==> config.mk <==
export PLATFORM = sky130hd
export DESIGN_NAME = rac_datapath
export DESIGN_NICKNAME = d
export VERILOG_FILES = /design/src/rac_pkg.sv /design/src/rac_datapath.sv
export VERILOG_INCLUDE_DIRS = /design/src /design/src/src
export SDC_FILE = /design/constraint.sdc
export NUM_CORES = 2
export LEC_CHECK = 0
export ABC_AREA = 1
export BUFFER_PORTS_ARGS = -buffer_cell sky130_fd_sc_hd__buf_4
export CAP_MARGIN = 5
export CORE_AREA = 3 3 463 465
export DETAILED_ROUTE_END_ITERATION = 7
export DIE_AREA = 0 0 466 468
export MAX_ROUTING_LAYER = met4
export PLACE_DENSITY = 0.46
export SYNTH_ARGS = -nofsm -noshare
export SYNTH_HDL_FRONTEND = slang
export SYNTH_SLANG_ARGS = --single-unit
==> constraint.sdc <==
create_clock -name i_clk -period 10.8 [get_ports i_clk]
set_input_delay 2.16 -clock i_clk [delete_from_list [all_inputs] [get_ports i_clk]]
set_output_delay 2.16 -clock i_clk [all_outputs]
set_load 0.1 [all_outputs]
==> src/region_access_checker_macros.svh <==
// Assertion macros shared by the region access checker RTL.
// Depends on nothing; included by the controller and the datapath.
`ifndef REGION_ACCESS_CHECKER_MACROS_SVH
`define REGION_ACCESS_CHECKER_MACROS_SVH

`ifndef SYNTHESIS

// Clocked assertion, muted while reset is asserted
`define RAC_ASSERT(lbl, clk, rst_n, prop) \
    lbl: assert property (@(posedge clk) disable iff (!rst_n) prop) \
        else $error("region_access_checker: assertion failed");

// Clocked assertion that also holds during reset
`define RAC_ASSERT_ALWAYS(lbl, clk, prop) \
    lbl: assert property (@(posedge clk) prop) \
        else $error("region_access_checker: assertion failed");

`else

`define RAC_ASSERT(lbl, clk, rst_n, prop)
`define RAC_ASSERT_ALWAYS(lbl, clk, prop)

`endif

`endif

==> src/rac_pkg.sv <==
// Shared types and constants of the region access checker.
// No dependencies; imported by every module of the block.
package rac_pkg;

    localparam int MAX_REGIONS = 8;
    localparam int CNT_W       = $clog2(MAX_REGIONS + 1);
    localparam int ADDR_W      = 32;
    localparam int KIND_W      = 2;

    typedef enum logic [2:0] {
        ACT_CHECK   = 3'd0,
        ACT_ADD     = 3'd1,
        ACT_REMOVE  = 3'd2,
        ACT_ENABLE  = 3'd3,
        ACT_DISABLE = 3'd4,
        ACT_CLEAR   = 3'd5
    } t_action;

    typedef enum logic [1:0] {
        ST_OK        = 2'd0,
        ST_BAD_ARG   = 2'd1,
        ST_FULL      = 2'd2,
        ST_NOT_FOUND = 2'd3
    } t_status;

    localparam logic [KIND_W-1:0] KIND_READ_ONLY = 2'd1;
    localparam logic [KIND_W-1:0] KIND_NO_ACCESS = 2'd3;

    typedef enum logic [1:0] {
        S_IDLE,
        S_LOOKUP,
        S_APPLY
    } t_state;

    // Controller to datapath commands
    typedef struct packed {
        logic capture;  // latch the incoming transaction
        logic lookup;   // register the per-region match vectors
        logic apply;    // update table and load result register
    } t_cmd;

endpackage

==> src/rac_datapath.sv <==
// Datapath of the region access checker: region table, per-region
// comparators, result logic and result register. Depends on rac_pkg and
// region_access_checker_macros.svh.
`include "region_access_checker_macros.svh"

module rac_datapath
    import rac_pkg::*;
(
    input  logic              i_clk,
    input  logic              i_rst_n,
    input  t_cmd              i_cmd,
    input  logic              i_cfg_we,
    input  logic              i_cfg_wdata,
    input  logic [2:0]        i_action,
    input  logic [ADDR_W-1:0] i_address,
    input  logic [ADDR_W-1:0] i_region_size,
    input  logic [KIND_W-1:0] i_region_type,
    input  logic              i_is_write,
    output logic [1:0]        o_status,
    output logic              o_allowed,
    output logic              o_fault,
    output logic              o_fault_write
);

    // Fault-report register
    logic r_fault_en;

    // Captured transaction
    t_action           r_act;
    logic [ADDR_W-1:0] r_addr;
    logic [ADDR_W-1:0] r_size;
    logic [KIND_W-1:0] r_type;
    logic              r_wr;

    // Region table
    logic [ADDR_W-1:0] r_start [MAX_REGIONS];
    logic [ADDR_W-1:0] r_len   [MAX_REGIONS];
    logic [KIND_W-1:0] r_kind  [MAX_REGIONS];
    logic              r_on    [MAX_REGIONS];
    logic [CNT_W-1:0]  r_count;

    // Match vectors
    logic [MAX_REGIONS-1:0] hit_vec, eq_vec;
    logic [MAX_REGIONS-1:0] r_hit_vec, r_eq_vec;
    logic [MAX_REGIONS-1:0] first_hit, first_eq, shift_mask;

    // Result registers
    t_status r_status;
    logic    r_allowed, r_fault, r_fwrite;

    t_status           res_status;
    logic              res_allowed, res_fault, res_fwrite;
    logic              hit_found, eq_found, table_ok;
    logic [KIND_W-1:0] hit_kind;

    always_ff @(posedge i_clk) begin
        if (!i_rst_n) begin
            r_fault_en <= 1'b0;
        end else if (i_cfg_we) begin
            r_fault_en <= i_cfg_wdata;
        end
    end

    always_ff @(posedge i_clk) begin
        if (i_cmd.capture) begin
            r_act  <= t_action'(i_action);
            r_addr <= i_address;
            r_size <= i_region_size;
            r_type <= i_region_type;
            r_wr   <= i_is_write;
        end
    end

    // One comparator lane per region: 33-bit end, no wraparound
    always_comb begin
        for (int k = 0; k < MAX_REGIONS; k++) begin
            logic             live;
            logic [ADDR_W:0]  hi;
            live       = CNT_W'(k) < r_count;
            hi         = {1'b0, r_start[k]} + {1'b0, r_len[k]};
            hit_vec[k] = live && r_on[k] && (r_addr >= r_start[k]) &&
                         ({1'b0, r_addr} < hi);
            eq_vec[k]  = live && (r_start[k] == r_addr);
        end
    end

    always_ff @(posedge i_clk) begin
        if (i_cmd.lookup) begin
            r_hit_vec <= hit_vec;
            r_eq_vec  <= eq_vec;
        end
    end

    // First-match one-hots and the shift mask for remove
    always_comb begin
        logic seen_hit, seen_eq;
        seen_hit = 1'b0;
        seen_eq  = 1'b0;
        hit_kind = '0;
        for (int k = 0; k < MAX_REGIONS; k++) begin
            first_hit[k]  = r_hit_vec[k] && !seen_hit;
            first_eq[k]   = r_eq_vec[k] && !seen_eq;
            seen_hit      = seen_hit | r_hit_vec[k];
            seen_eq       = seen_eq | r_eq_vec[k];
            shift_mask[k] = seen_eq;
            hit_kind      = hit_kind | (first_hit[k] ? r_kind[k] : '0);
        end
        hit_found = seen_hit;
        eq_found  = seen_eq;
    end

    // Result of the current transaction
    always_comb begin
        res_status  = ST_OK;
        res_allowed = 1'b1;
        res_fault   = 1'b0;
        res_fwrite  = 1'b0;
        case (r_act)
            ACT_CHECK: begin
                if (hit_found && ((hit_kind == KIND_READ_ONLY && r_wr) ||
                                  hit_kind == KIND_NO_ACCESS)) begin
                    res_allowed = 1'b0;
                    res_fault   = r_fault_en;
                    res_fwrite  = r_fault_en & r_wr;
                end
            end
            ACT_ADD: begin
                if (r_addr == '0 || r_size == '0) begin
                    res_status = ST_BAD_ARG;
                end else if (r_count >= CNT_W'(MAX_REGIONS)) begin
                    res_status = ST_FULL;
                end
            end
            ACT_REMOVE, ACT_ENABLE, ACT_DISABLE: begin
                if (!eq_found) begin
                    res_status = ST_NOT_FOUND;
                end
            end
            ACT_CLEAR: res_status = ST_OK;
            default:   res_status = ST_BAD_ARG;
        endcase
        table_ok = i_cmd.apply && (res_status == ST_OK);
    end

    // Table lanes; entries above the count are kept zero
    for (genvar g = 0; g < MAX_REGIONS; g++) begin : g_lane
        logic [ADDR_W-1:0] up_start, up_len;
        logic [KIND_W-1:0] up_kind;
        logic              up_on;

        if (g < MAX_REGIONS - 1) begin : g_up
            assign up_start = r_start[g+1];
            assign up_len   = r_len[g+1];
            assign up_kind  = r_kind[g+1];
            assign up_on    = r_on[g+1];
        end else begin : g_top
            assign up_start = '0;
            assign up_len   = '0;
            assign up_kind  = '0;
            assign up_on    = 1'b0;
        end

        always_ff @(posedge i_clk) begin
            if (!i_rst_n) begin
                r_start[g] <= '0;
                r_len[g]   <= '0;
                r_kind[g]  <= '0;
                r_on[g]    <= 1'b0;
            end else if (table_ok) begin
                case (r_act)
                    ACT_ADD: begin
                        if (CNT_W'(g) == r_count) begin
                            r_start[g] <= r_addr;
                            r_len[g]   <= r_size;
                            r_kind[g]  <= r_type;
                            r_on[g]    <= 1'b1;
                        end
                    end
                    ACT_REMOVE: begin
                        if (shift_mask[g]) begin
                            r_start[g] <= up_start;
                            r_len[g]   <= up_len;
                            r_kind[g]  <= up_kind;
                            r_on[g]    <= up_on;
                        end
                    end
                    ACT_ENABLE, ACT_DISABLE: begin
                        if (first_eq[g]) begin
                            r_on[g] <= (r_act == ACT_ENABLE);
                        end
                    end
                    ACT_CLEAR: begin
                        r_start[g] <= '0;
                        r_len[g]   <= '0;
                        r_kind[g]  <= '0;
                        r_on[g]    <= 1'b0;
                    end
                    default: ;
                endcase
            end
        end
    end

    // Entry count
    always_ff @(posedge i_clk) begin
        if (!i_rst_n) begin
            r_count <= '0;
        end else if (table_ok) begin
            case (r_act)
                ACT_ADD:    r_count <= r_count + CNT_W'(1);
                ACT_REMOVE: r_count <= r_count - CNT_W'(1);
                ACT_CLEAR:  r_count <= '0;
                default:    r_count <= r_count;
            endcase
        end
    end

    // Result register
    always_ff @(posedge i_clk) begin
        if (i_cmd.apply) begin
            r_status  <= res_status;
            r_allowed <= res_allowed;
            r_fault   <= res_fault;
            r_fwrite  <= res_fwrite;
        end
    end

    assign o_status      = r_status;
    assign o_allowed     = r_allowed;
    assign o_fault       = r_fault;
    assign o_fault_write = r_fwrite;

    `RAC_ASSERT_ALWAYS(a_count_bound, i_clk,
        !i_rst_n || (r_count <= CNT_W'(MAX_REGIONS)))
    `RAC_ASSERT(a_single_hit, i_clk, i_rst_n,
        i_cmd.apply |-> ($onehot0(first_hit) && $onehot0(first_eq)))
    `RAC_ASSERT(a_clear_empties, i_clk, i_rst_n,
        (i_cmd.apply && r_act == ACT_CLEAR) |=> (r_count == '0))

endmodule

==> flow_summary.yaml <==
status:
  status: "completed"
logic_synthesis:
  synth_edf_count: 626
  ys_types: 57
  ys.warnings.count: 0
  syn_nets: 7159
  synth-seq-cells: 632
  syn-cell-area_um2: 52500
  synth_cells: 6310
  async_flop_share_pct: 0
  avgSynthCellArea_um2: 8.31
  yosysSeqAreaShare_pct: 36.1
  synthFlopType: "edfxtp_1"
placement:
  place_ws_ns: 4.90
  io_buffer_count: 81
  dp_cells: 9144
  place_hpwl_mm: 165
  place.gp.congestion: 0.919
clock_tree:
  numCtsBuffers: 84
  cts_tree: "yes"
  htreeDepth: 3
  clock_latency_ns: 0.70
  clkTransAtPathRegs_ns: 0.06
  post_cts_buffers: 0
  ctsHoldBuffers: 0
  root_buffer: "clkbuf_16"
  cts_resized: 0
  cts.sinks: 632
  clockBufferDepth: 3
sta:
  tns_ns: 0
  hold_viol_final: 0
  setup_violations: 0
  fmax_ghz: 0.191
  worst_pin_slew_ns: 1.11
  whs_ns: 0.566
  final-max-slew-violation-count: 0
  slew_headroom_pct: 25.5
  fin_worst_skew_ns: 0.0332
  layout_setup_ws_ns: 5.57
  finalCritPeriodShare_pct: 48.4
  fin_crit_ns: 5.23
  rsz0062_at_grt: "false"
final_layout:
  fin_nets: 7274
  fin_cells: 9308
  drive_above_1_share_pct: 5.80
  layout_common_cells: "nand2_1 (1168), ha_1 (764), inv_1 (746)"
  mostFrequentLayoutCell: "nand2_1"
  syn_to_final_growth_pct: 13.1
drt:
  drc: 0
  first_pass_iters: 6
  ant_nets: 0
  wirelength_mm: 200
  num_vias: 45867
  wl_per_cell_um: 21.5
  drt-vias-per-instance: 4.93
  drt_iter0_markers: 3036
global_route:
  track_usage_pct: 18.5
  grt-ovfl-total: 0
  first_global_vias: 46907
  antenna_found_initial: 2
  grt_pass1_wl_mm: 294
  grt_max_degree: 117
pwr:
  leakagePower_uw: 0.0256
  finalPower_uw: 7910
  sw_frac_of_total_pct: 33.6
  pwr-share-comb_pct: 26.1
  p_sw_uw: 2660
  intPower_uw: 5260
  power_density_nw_per_um2: 133
  p_clk_share_pct: 36.3
  ir_drop_uv: 107
  seq_power_share_pct: 37.5
worst_setup_path:
  critPathMostFrequentCell: "buf_4"
  path_max_fanout: 66
  cpMaxStageDelayCell: "buf_4"
  critPathArrivalTime_ns: 5.54
  end_kind: "flip-flop"
  slowest_delay_ns: 0.63
  path_class: "input port to flip-flop"
  start_kind: "input port"
  path_cells: "buf_4 > clkinv_1 > nor2_4 > inv_1 > nor2_2 > buf_4 > nand2_2 > nand3_4 > buf_4"
  worst_ep_required_time_ns: 11.11
floorplan:
  num_rows: 168
  die-height_um: 468
  num_io_pins: 82
  coreArea_um2: 210000
  initial_utilization_pct: 25.0
  die_w_um: 466
  die-area_um2: 218000
job:
  cap_viol_max_count: 0
hold_path:
  hold_class: "flip-flop to flip-flop"
==> power by group through the flow <==
stage	Combinational, µW	Clock, µW	Sequential (µW)
after detailed placement	2070	0	3020
after CTS	2080	2960	2960
after global placement	2040	0	3020
after floorplan	1350	0	3010
final	2070	2880	2970
after global routing	2330	3060	2980
==> path summary, 6_finish.rpt <==
check / to / from / depth (start not counted) / slack (ns)
worst max-delay path: r_start[0][98] / i_rst_n / 9 / 5.57
worst max register to register: r_len[0][0] / r_addr[28] / 16 / 5.84
worst min register to register: o_fault_write / r_fault_en / 2 / 0.57
worst min-delay path: o_fault_write / r_fault_en / 2 / 0.57
==> state kept, by name, indices dropped and copies added, names as in the netlist, 3 cells and up <==
signal     flops
r_len        256
r_count        4
r_act          3
r_hit_vec      8
r_kind        16
r_on           8
r_eq_vec       8
r_addr        32
r_start      256
r_size        32
==> routing by layer <==
metal	wire (µm)	global-route usage, %
met1	91400	23.7
met2	91800	29.8
met3	8450	2.16
met4	8710	6.98
met5	0	-
==> synthesized netlist by cell type (17+ instances only) <==
master	instances	area [µm²]
clkbuf_1	38	143
o21ai_1	70	350
o21a_1	24	180
nand2_1	1171	4400
nor4_1	29	181
a31oi_1	33	206
buf_6	30	338
inv_1	748	2810
nor2_1	546	2050
ha_1	764	9560
or2_2	17	106
o22ai_1	188	1180
a21o_1	41	308
nor3_1	61	305
o211ai_1	20	150
xnor2_1	135	1180
o21bai_1	51	383
o21ai_0	288	1440
a21oi_1	538	2690
xor2_1	89	780
buf_2	57	285
nand3_1	419	2100
edfxtp_1	626	18800
nand4_1	134	838
==> stage by stage <==
stage	util (%)	instance area [µm²]
detailed placement	26.9	56600
global placement	26.9	56600
finish	28.3	59400
CTS	28.3	59300
floorplan	-	52500
global route	28.3	59300
==> area by class of cell <==
class | instances | area (µm²)
fill | 22514 | 151000
clock inverter | 57 | 567
inverter | 754 | 2830
multi-input combinational | 4781 | 30000
antenna | 7 | 17.5
clock buffer | 100 | 2230
timing repair buffer | 172 | 1320
tap | 2805 | 3510
sequential | 632 | 18900
==> worst max-delay path: cells and delay by family <==
kind	cells	cell delay [ns]
buf+inv	5	2.01
simple gates	4	1.25
==> kinds of logic after synthesis <==
family	Yosys count	synth area share [%]
adders and majority gates	772	18.5
AOI/OAI and AO/OA	1332	14.5
DFF	632	36.1
buffers and inverters	897	7.07
xor gates and xnor gates	224	3.74
and+or+nand+nor	2453	20.2
Note: power is estimated with default switching activity, not from simulation.
